**src/rtl/stepper_trapezoid_ramp_assert.svh**
```systemverilog
// Assertion macros shared by the stepper ramp RTL.
`ifndef STEPPER_TRAPEZOID_RAMP_ASSERT_SVH
`define STEPPER_TRAPEZOID_RAMP_ASSERT_SVH
`ifndef NO_ASSERTIONS
// Check a property on every clock edge outside reset.
`define STPR_ASSERT(name, clk, rst, prop, msg) \
  name: assert property (@(posedge clk) disable iff (rst) prop) else $error(msg);
// Check a property on every clock edge, reset included.
`define STPR_ASSERT_ALWAYS(name, clk, prop, msg) \
  name: assert property (@(posedge clk) prop) else $error(msg);
`else
`define STPR_ASSERT(name, clk, rst, prop, msg)
`define STPR_ASSERT_ALWAYS(name, clk, prop, msg)
`endif
`endif

```
**src/rtl/stpr_pkg.sv**
```systemverilog
// Constants and types for the trapezoidal stepper ramp generator.
`timescale 1ns / 1ps
package stpr_pkg;

  localparam int RATE_W   = 16;
  localparam int POS_W    = 32;
  localparam int RELOAD_W = 20;
  localparam int DIV_W    = 20;
  localparam int DIV_CNT_W = $clog2(DIV_W + 1);

  localparam logic [RELOAD_W-1:0] TICKS_PER_SEC = 20'd1000000;

  localparam logic CMD_TICK = 1'b0;
  localparam logic CMD_MOVE = 1'b1;

  typedef enum logic [1:0] {
    REG_MIN_RATE = 2'd0,
    REG_MAX_RATE = 2'd1,
    REG_RATE_INC = 2'd2,
    REG_AUTO_EN  = 2'd3
  } stpr_reg_t;

endpackage

```
**src/rtl/stepper_trapezoid_ramp.sv**
```systemverilog
// Trapezoidal step-rate profile generator with a shared serial divider.
//
//  channel | handshake             | word
//  --------+-----------------------+-------------------------------------------
//  in      | in_valid / in_ready   | cmd, move_target
//  out     | out_valid / out_ready | step_pulse .. position (one per input)
//  cfg     | cfg_valid / cfg_ready | cfg_index, cfg_data (always ready)
//
// Tick that steps: bookkeeping, then the 1000000/rate division on the single
// restoring divider; a tick that stops or finds no move running skips it.
// Move: distance, padding, ramp division, plan, reload division; the ramp
// division is skipped when max_rate <= min_rate or rate_inc is 0. A move
// during a move does only the reload division. Reset is synchronous.
// The next word is taken while a result waits in the output register; the
// finished result holds back the sequencer only while that register is full.
`timescale 1ns / 1ps
`include "stepper_trapezoid_ramp_assert.svh"

module stepper_trapezoid_ramp
  import stpr_pkg::*;
(
  input  logic                clk,
  input  logic                rst,
  input  logic                in_valid,
  output logic                in_ready,
  input  logic                cmd,
  input  logic [POS_W-1:0]    move_target,
  output logic                out_valid,
  input  logic                out_ready,
  output logic                step_pulse,
  output logic                direction,
  output logic                drive_enable,
  output logic                busy_res,
  output logic                timer_run,
  output logic [RELOAD_W-1:0] reload_period,
  output logic [POS_W-1:0]    position,
  input  logic                cfg_valid,
  output logic                cfg_ready,
  input  logic [1:0]          cfg_index,
  input  logic [RATE_W-1:0]   cfg_data
);

  typedef enum logic [2:0] {
    S_IDLE, S_MOVE, S_PAD, S_RAMP_DIV, S_PLAN, S_TICK, S_RATE_DIV, S_FINISH
  } state_t;

  state_t state;

  logic [RATE_W-1:0] min_rate, max_rate, rate_inc;
  logic              auto_en;

  logic [POS_W-1:0]  item_target;
  logic [POS_W-1:0]  cur_position, steps_done, steps_total, accel_end, decel_start;
  logic [RATE_W-1:0] cur_rate, ramp_len;
  logic              moving, dir_flag, enable_flag, pulse;

  // shared divider
  logic [RATE_W-1:0]    div_rem, div_den;
  logic [DIV_W-1:0]     div_quo;
  logic [DIV_CNT_W-1:0] div_cnt;
  logic [RATE_W:0]      rem_shift;
  logic [RATE_W+1:0]    rem_diff;
  logic                 qbit;
  logic [RATE_W-1:0]    rem_new;
  logic [DIV_W-1:0]     quo_new;

  logic [RATE_W:0]   rate_sum;
  logic [RATE_W-1:0] rate_next;
  logic [POS_W-1:0]  half_steps;
  logic              fwd;

  assign in_ready  = (state == S_IDLE);
  assign cfg_ready = 1'b1;

  always_comb begin
    rem_shift = {div_rem, div_quo[DIV_W-1]};
    rem_diff  = {1'b0, rem_shift} - {2'b00, div_den};
    qbit      = ~rem_diff[RATE_W+1];
    rem_new   = qbit ? rem_diff[RATE_W-1:0] : rem_shift[RATE_W-1:0];
    quo_new   = {div_quo[DIV_W-2:0], qbit};
  end

  always_comb begin
    rate_sum  = {1'b0, cur_rate} + {1'b0, rate_inc};
    rate_next = cur_rate;
    if (steps_done < accel_end) begin
      rate_next = rate_sum[RATE_W] ? {RATE_W{1'b1}} : rate_sum[RATE_W-1:0];
    end else if (steps_done >= decel_start) begin
      rate_next = (cur_rate > rate_inc) ? cur_rate - rate_inc : '0;
    end
  end

  assign half_steps = {1'b0, steps_total[POS_W-1:1]};
  assign fwd        = $signed(item_target) > $signed(cur_position);

  always_ff @(posedge clk) begin
    if (rst) begin
      state        <= S_IDLE;
      out_valid    <= 1'b0;
      min_rate     <= 16'd100;
      max_rate     <= 16'd1000;
      rate_inc     <= 16'd10;
      auto_en      <= 1'b0;
      cur_position <= '0;
      steps_done   <= '0;
      steps_total  <= '0;
      accel_end    <= '0;
      decel_start  <= '0;
      cur_rate     <= '0;
      moving       <= 1'b0;
      dir_flag     <= 1'b1;
      enable_flag  <= 1'b0;
      div_cnt      <= '0;
    end else begin
      if (cfg_valid && cfg_ready) begin
        unique case (stpr_reg_t'(cfg_index))
          REG_MIN_RATE: min_rate <= cfg_data;
          REG_MAX_RATE: max_rate <= cfg_data;
          REG_RATE_INC: rate_inc <= cfg_data;
          REG_AUTO_EN:  auto_en  <= cfg_data[0];
          default:      ;
        endcase
      end

      // a finishing item refills the register itself
      if (out_valid && out_ready && state != S_FINISH) begin
        out_valid <= 1'b0;
      end

      unique case (state)
        S_IDLE: begin
          if (in_valid) begin
            item_target <= move_target;
            pulse       <= 1'b0;
            if (cmd == CMD_TICK) begin
              state <= S_TICK;
            end else if (moving) begin
              // move while moving: drop it, report reload of the running rate
              div_quo <= TICKS_PER_SEC;
              div_rem <= '0;
              div_den <= cur_rate;
              div_cnt <= DIV_CNT_W'(DIV_W);
              state   <= S_RATE_DIV;
            end else begin
              state <= S_MOVE;
            end
          end
        end

        S_MOVE: begin
          dir_flag    <= fwd;
          steps_total <= fwd ? item_target - cur_position : cur_position - item_target;
          state       <= S_PAD;
        end

        S_PAD: begin
          // pad odd counts to even, except the all-ones count
          if (steps_total[0] && !(&steps_total)) begin
            steps_total <= steps_total + POS_W'(1);
          end
          if (max_rate > min_rate && rate_inc != '0) begin
            div_quo <= {{(DIV_W-RATE_W){1'b0}}, max_rate - min_rate};
            div_rem <= '0;
            div_den <= rate_inc;
            div_cnt <= DIV_CNT_W'(DIV_W);
            state   <= S_RAMP_DIV;
          end else begin
            ramp_len <= '0;
            state    <= S_PLAN;
          end
        end

        S_RAMP_DIV: begin
          div_rem <= rem_new;
          div_quo <= quo_new;
          div_cnt <= div_cnt - DIV_CNT_W'(1);
          if (div_cnt == DIV_CNT_W'(1)) begin
            ramp_len <= quo_new[RATE_W-1:0];
            state    <= S_PLAN;
          end
        end

        S_PLAN: begin
          if ({{(POS_W-RATE_W){1'b0}}, ramp_len} > half_steps) begin
            accel_end   <= half_steps;
            decel_start <= half_steps;
          end else begin
            accel_end   <= {{(POS_W-RATE_W){1'b0}}, ramp_len};
            decel_start <= steps_total - {{(POS_W-RATE_W){1'b0}}, ramp_len};
          end
          steps_done <= '0;
          cur_rate   <= min_rate;
          moving     <= 1'b1;
          if (auto_en) begin
            enable_flag <= 1'b1;
          end
          div_quo <= TICKS_PER_SEC;
          div_rem <= '0;
          div_den <= min_rate;
          div_cnt <= DIV_CNT_W'(DIV_W);
          state   <= S_RATE_DIV;
        end

        S_TICK: begin
          if (!moving || steps_done >= steps_total) begin
            if (auto_en) begin
              enable_flag <= 1'b0;
            end
            moving   <= 1'b0;
            cur_rate <= '0;
            state    <= S_FINISH;
          end else begin
            cur_rate     <= rate_next;
            steps_done   <= steps_done + POS_W'(1);
            cur_position <= dir_flag ? cur_position + POS_W'(1) : cur_position - POS_W'(1);
            pulse        <= 1'b1;
            div_quo      <= TICKS_PER_SEC;
            div_rem      <= '0;
            div_den      <= rate_next;
            div_cnt      <= DIV_CNT_W'(DIV_W);
            state        <= S_RATE_DIV;
          end
        end

        S_RATE_DIV: begin
          div_rem <= rem_new;
          div_quo <= quo_new;
          div_cnt <= div_cnt - DIV_CNT_W'(1);
          if (div_cnt == DIV_CNT_W'(1)) begin
            state <= S_FINISH;
          end
        end

        S_FINISH: begin
          // hold until the output register is free
          if (!out_valid || out_ready) begin
            out_valid    <= 1'b1;
            step_pulse   <= pulse;
            direction    <= dir_flag;
            drive_enable <= enable_flag;
            busy_res     <= moving;
            timer_run    <= moving;
            position     <= cur_position;
            if (!moving) begin
              reload_period <= '0;
            end else if (cur_rate == '0) begin
              reload_period <= TICKS_PER_SEC;
            end else begin
              reload_period <= div_quo;
            end
            state <= S_IDLE;
          end
        end

        default: state <= S_IDLE;
      endcase
    end
  end

  `STPR_ASSERT(a_done_le_total, clk, rst, moving |-> (steps_done <= steps_total), "steps_done passed steps_total")
  `STPR_ASSERT(a_ramp_order, clk, rst, moving |-> (accel_end <= decel_start), "accel_end after decel_start")
  `STPR_ASSERT(a_div_idle, clk, rst, (state != S_RAMP_DIV && state != S_RATE_DIV) |-> (div_cnt == '0), "divider count live outside a division")
  `STPR_ASSERT(a_idle_reload, clk, rst, (out_valid && !busy_res) |-> (reload_period == '0), "reload nonzero while stopped")

endmodule
```
**config.mk**
```make
export PLATFORM = sky130hd
export DESIGN_NAME = stepper_trapezoid_ramp
export DESIGN_NICKNAME = d
export VERILOG_FILES = /design/src/rtl/stpr_pkg.sv /design/src/rtl/stepper_trapezoid_ramp.sv
export VERILOG_INCLUDE_DIRS = /design/src /design/src/rtl
export SDC_FILE = /design/constraint.sdc
export NUM_CORES = 1
export LEC_CHECK = 0
export BUFFER_PORTS_ARGS = -buffer_cell sky130_fd_sc_hd__buf_2
export CAP_MARGIN = 20
export CORE_UTILIZATION = 40
export CTS_CLUSTER_DIAMETER = 30
export DETAILED_ROUTE_END_ITERATION = 8
export GPL_TIMING_DRIVEN = 0
export PLACE_DENSITY = 0.61
export SYNTH_ARGS = -nofsm -noshare
export SYNTH_HDL_FRONTEND = slang
export SYNTH_SLANG_ARGS = --single-unit
export TNS_END_PERCENT = 50
```
**constraint.sdc**
```tcl
create_clock -name clk -period 9.58 [get_ports clk]
set_clock_uncertainty 0.05 [all_clocks]
set_input_delay 1.916 -clock clk [delete_from_list [all_inputs] [get_ports clk]]
set_output_delay 1.916 -clock clk [all_outputs]
set_load 0.005 [all_outputs]
```
==> flow_metrics.tcl, run 1 <==
set metrics [dict create \
    die_y_um 267 \
    grt_max_degree 30 \
    via_per_inst 5.73 \
    initial_core_util 0.406 \
    rrSetupSlack_ns 4.56 \
    io_pins 116 \
    tritoncts "built" \
    required_ns 9.92 \
    grt_pass1_vias 24744 \
    cts_resized 0 \
    stdcell_count 4581 \
    routedWlPerCell_um 20.9 \
    gp_congestion 0.936 \
    grt_usage 0.267 \
    overflow 0 \
    layout-drive-gt1-share 0.105 \
    grt_pass1_wl_um 147000 \
    synthDistinctLibCells 98 \
    cp-start-kind "flip-flop" \
    hold-path-cell-count 2 \
    ys_warn_count 0 \
    dieArea_mm2 0.0711 \
    vias 26230 \
    worstMarginPinSlew_ns 1.15 \
    cts_buffers 91 \
    cts_setup_buffers 0 \
    synthFlopType "dfxtp_1" \
    area_delta_synth_final_pct 18.7 \
    synthesis.area_mm2 0.0280 \
    diodes 0 \
    dp.cells 4408 \
    netlist_instances 3346 \
    leakage_uw 0.0136 \
    synth-async-reset-ratio 0 \
    worstHoldPathType "reg2reg" \
    fin_hold_ws_ns 0.391 \
    path_clk_slew_ns 0.05 \
    ys_ff_latch 393 \
    syn_area_per_cell_um2 8.37 \
    insertion_delay_ns 0.67 \
    dp_hpwl_um 74900 \
    seq_area_frac_synth 0.337 \
    drc 0 \
    r2r-start "steps_total[28]" \
    syn-num-nets 3697 \
    min_to "accel_end[24]" \
    period_minus_slack_ns 5.02 \
    ctsHoldBuffers 0 \
    core_area_mm2 0.0689 \
    cts_htree_levels 3 \
    r2r_end "pulse" \
    maxCapViolations 0 \
    status "finished clean" \
    finalCritPeriodShare 0.524 \
    die_w_um 267 \
    ir_drop_mv 0.158 \
    setup_viol_count_final 0 \
    power_density_mw_per_mm2 293 \
    drtIter0Drc 2311 \
    cts.sinks 393 \
    pre_cts_ws_ns 4.19 \
    ant_nets 0 \
    critPathKind "reg2reg" \
    end_kind "flip-flop" \
    finalHoldViolCount 0 \
    layout.nets 3923 \
    cts_buffer_depth 3 \
    rsz0062_at_grt "false" \
    wl_um 95800 \
    dr.pass1.iters 6 \
    synth_edf_count 157 \
    reg2reg_depth 14 \
    antenna_found_initial 7 \
    cts-root-buf "clkbuf_16" \
    slew_violations 0 \
    min_from "accel_end[24]" \
    crit_fanout 10 \
    worstPathArrival_ns 5.36 \
    fin_ws_ns 4.56 \
    numPortBuffers 112 \
    rows 96 \
    maxSlewHeadroom 0.231 \
    fmax_mhz 199 \
]
## report_power, final
group          total (µW)  switching (µW)  internal [µW]
sequential           2370             267           2100
combinational        4190            2660           1520
clock                3170            1080           2090
total                9730            4010           5710
## cell families (layout without fill, tap and decap cells)
| group | after synthesis | after routing | synth area share |
|---|---|---|---|
| compound gates | 999 | 999 | 0.231 |
| other cells | 1 | 1 | 0.000134 |
| flops | 393 | 393 | 0.337 |
| buf+inv | 443 | 747 | 0.0633 |
| simple gates | 1054 | 1054 | 0.182 |
| xor+xnor | 115 | 115 | 0.0360 |
| fa+ha+maj | 295 | 295 | 0.134 |
| mux | 46 | 46 | 0.0165 |
## registers in the layout, summed over array words and instances, names as in the netlist, 20 cells and up
register	count
steps_done	32
position	32
reload_period	20
cur_position	32
item_target	32
div_quo	20
accel_end	31
steps_total	32
decel_start	32
## through the flow
stage	setup TNS, ns	power (µW)	area, µm²	utilization
5_1_grt	0	10300	33200	0.482
3_3_place_gp	-95.96	6430	29700	0.431
2_1_floorplan	0	5210	28000	-
3_5_place_dp	0	6470	30100	0.436
4_1_cts	0	9670	33200	0.482
6_report	0	9730	33200	0.482
## worst max-delay path by stage
stage,startpoint,depth (start not counted),to,slack (ns)
final,steps_total[28],14,pulse,4.56
after CTS,steps_total[30],13,pulse,4.43
after floorplan,rst,4,direction,2.36
after global placement,rst,4,position[0],-1.72
after detailed placement,rst,6,div_rem[9],4.19
after global routing,steps_total[30],14,pulse,4.38
## synthesized netlist by cell type (26+ instances only)
cell,number,share of area
xnor2_1,90,0.028
a21oi_1,302,0.054
nand4_1,36,0.0080
o21a_1,37,0.0099
nand2b_1,29,0.0065
inv_1,279,0.037
edfxtp_1,157,0.17
clkbuf_1,114,0.015
and2_1,45,0.010
nor3_1,73,0.013
dfxtp_1,236,0.17
nor2b_1,31,0.0069
nor4_1,27,0.0060
o21ai_0,182,0.033
a211oi_1,75,0.020
nand3_1,68,0.012
nand2_1,288,0.039
and3_1,34,0.0076
a31oi_1,29,0.0065
a21o_1,83,0.022
or3_1,26,0.0058
mux2i_1,44,0.016
ha_1,287,0.13
o21bai_1,26,0.0070
nor2_1,310,0.042
o22ai_1,36,0.0080
## worst max-delay path, cell delays in order (launching register included)
cell and delay, ns:
dfxtp_1 0.30, clkbuf_1 0.30, inv_1 0.14, ha_1 0.30, nand4_1 0.14, nor3_1 0.36
and2_1 0.23, o2111a_1 0.21, o21ai_1 0.22, nand4_1 0.44, clkbuf_1 0.56, buf_6 0.26
clkbuf_1 0.46, clkbuf_1 0.58, a21oi_1 0.17
## cell usage in the layout, fill, tap and decap left out, drive strengths merged, types with 38 or more instances in the layout
cell    synthesis  final
nand2         289    289
buf            48    181
a21o           83     83
inv           279    285
o21a           38     38
dfxtp         236    236
mux2i          44     44
o21ai         194    194
clkbuf        115    225
a21oi         302    302
edfxtp        157    157
a211oi         77     77
ha            287    287
nand3          68     68
nor3           76     76
and2           45     45
xnor2          90     90
nor2          311    311
## layout make-up
| type | count | area (µm²) |
|---|---|---|
| buffer | 163 | 724 |
| timing repair buffer | 133 | 853 |
| multi-input combinational | 2510 | 16800 |
| tap | 931 | 1160 |
| sequential | 393 | 9440 |
| clock inverter | 61 | 756 |
| inverter | 280 | 1050 |
| fill | 6842 | 35700 |
| clock buffer | 110 | 2420 |
## per-layer routing
layer	GRT usage	part of all wire	vias to the layer above
met5	0	0.00014	-
met4	0.0854	0.025	2
met3	0.0427	0.076	159
met2	0.397	0.42	978
met1	0.390	0.48	12497
li1	-	-	12594
Power figures use the tool's default switching activity.
==> inputs of run 2 (changes only) <==
Settings changed: PLACE_DENSITY 0.61 to 0.63.
Clock period 9.58 ns to 4.4 ns, I/O delays scaled along.
==> run 2 against run 1 <==
Against the previous run:
- worst setup slack got worse by 4.4 ns
- register-to-register slack got worse by 4.4 ns
- final cell count about the same
- utilization increased by 0.35 points
- clock-buffer cell count increased by 7
- non-clock buffer count increased by 3
- total power increased by 120%
- first-iteration DRC count increased by 1.5%
- sequential power increased by 120%
- sequential share of layout area decreased by 0.20 points
- via count decreased by 0.18%
- highest routed layer unchanged
==> flow_metrics.tcl, run 2 (same netlist as run 1, synthesis figures left out) <==
set metrics [dict create \
    status "finished clean" \
    cp_cell_sequence "ha_1, fa_1, nor2b_1, o311a_1, o311a_1, o21ai_2, o31a_2, o22ai_2, nor3b_4, buf_4, a21oi_1, o21ai_0, o21ai_0" \
    fin_util 0.486 \
    drtIter0Drc 2346 \
    ir_drop_mv 0.465 \
    die_y_um 267 \
    fmax_mhz 234 \
    ctsHoldBuffers 0 \
    required_ns 4.67 \
    grt_pass1_wl_um 144000 \
    dp_hpwl_um 72500 \
    cts_htree_levels 3 \
    cts-root-buf "clkbuf_16" \
    crit_fanout 10 \
    slew_violations 0 \
    path_buf_inv 1 \
    gp_congestion 1.00 \
    dieArea_mm2 0.0711 \
    rows 96 \
    worstMarginPinSlew_ns 1.09 \
    grt_max_degree 25 \
    vias 26184 \
    path_delay_family "compound AO/OA/AOI/OAI gates" \
    overflow 0 \
    grt_pass1_vias 24772 \
    die_w_um 267 \
    routedWlPerCell_um 20.4 \
    rrSetupSlack_ns 0.12 \
    critPathMaxStageDelay_ns 0.49 \
    layout.nets 3928 \
    cts_buffer_depth 3 \
    worstHoldPathType "in2reg" \
    io_pins 116 \
    cp-startpoint "rate_inc[0]" \
    via_per_inst 5.71 \
    crit_end "div_den[2]" \
    dr.pass1.iters 6 \
    design_area_mm2 0.0335 \
    numPortBuffers 112 \
    stdcell_count 4585 \
    cp.depth 13 \
    final_common_cell "nor2_1" \
    r2r_end "div_den[2]" \
    tritoncts "built" \
    cts_buffers 93 \
    finalHoldViolCount 0 \
    wl_um 93700 \
    worstPathArrival_ns 4.55 \
    cts.sinks 393 \
    grt_usage 0.262 \
    antenna_found_initial 1 \
    critPathKind "reg2reg" \
    setup_viol_count_final 0 \
    core_area_mm2 0.0689 \
    period_minus_slack_ns 4.28 \
    r2r-start "rate_inc[0]" \
    hold-path-cell-count 1 \
    reg2reg_depth 13 \
    area_delta_synth_final_pct 19.5 \
    postPlaceCellArea_mm2 0.0301 \
    crit_path_top_delay_cell "nor3b_4" \
    path_clk_slew_ns 0.05 \
    power_density_mw_per_mm2 645 \
    dp.cells 4406 \
    initial_core_util 0.406 \
    diodes 0 \
    ant_nets 0 \
    leakage_uw 0.0137 \
    cp-start-kind "flip-flop" \
    insertion_delay_ns 0.63 \
    drc 0 \
    fillCellCount 6723 \
    finalCritPeriodShare 0.973 \
    maxSlewHeadroom 0.275 \
    maxCapViolations 0 \
    final_cell_mix "nor2_1 (307), a21oi_1 (302), nand2_1 (288)" \
    rsz0062_at_grt "false" \
    fin_hold_ws_ns 0.378 \
    end_kind "flip-flop" \
    layout-drive-gt1-share 0.108 \
]
[run 2: cell types whose count changed in the layout (fill, tap and decap cells not counted), moves of 4 or more]
cell	delta
clkbuf_16	+8
clkbuf_1	-8
clkinv_4	-6
buf_4	+8
clkinv_2	-6
clkbuf_2	+4
clkinv_1	+7
[run 2: worst reg2reg max path, stage by stage, from the launching register on]
cell and delay [ns]:
dfxtp_1 0.43, ha_1 0.29, fa_1 0.38, nor2b_1 0.18, o311a_1 0.35, o311a_1 0.34, o21ai_2 0.22, o31a_2 0.23
o22ai_2 0.13, nor3b_4 0.49, buf_4 0.31, a21oi_1 0.09, o21ai_0 0.22, o21ai_0 0.25
[run 2: report_power, final]
group / internal [µW] / switching [µW]
sequential: 4580 / 585
clock: 4950 / 2200
combinational: 3430 / 5850
[run 2: worst min-delay path by stage]
stage                          from              end
floorplan                     pulse       step_pulse
global placement      accel_end[25]    accel_end[25]
detailed placement    accel_end[25]    accel_end[25]
CTS                 move_target[16]  item_target[16]
global route        move_target[16]  item_target[16]
finish              move_target[17]  item_target[17]
[run 2: metrics by stage]
step	TNS, ns	worst slack, ns	total power, µW
floorplan	-16.11	-1.01	11400
global placement	-325.58	-3.19	13900
detailed placement	-20.89	-0.946	14100
CTS	0	0.0149	21300
global route	0	0.0221	22700
finish	0	0.119	21600
[run 2: layout make-up]
cell class	instances	area, µm²	share of cell area
multi-input combinational	2510	16900	0.505
sequential	393	9440	0.282
clock buffer	117	2630	0.0784
tap	931	1160	0.0348
inverter	280	1050	0.0314
timing repair buffer	137	913	0.0273
buffer	162	729	0.0218
clock inverter	55	657	0.0196
[run 2: timing repair]
action,in CTS,in global routing
gates cloned,0,0
endpoints found under the setup margin,59,60
hold endpoints to repair,0,0
pin swaps,1,2
gates resized for setup,7,12
setup buffers,2,5
[run 2: per-layer routing]
layer  track usage  vias up  part of all wire
met1         0.353    12277              0.43
li1              -    12597                 -
met2         0.408     1112              0.43
met4         0.102        2             0.036
met3        0.0562      196             0.093
met5             0        -            0.0021
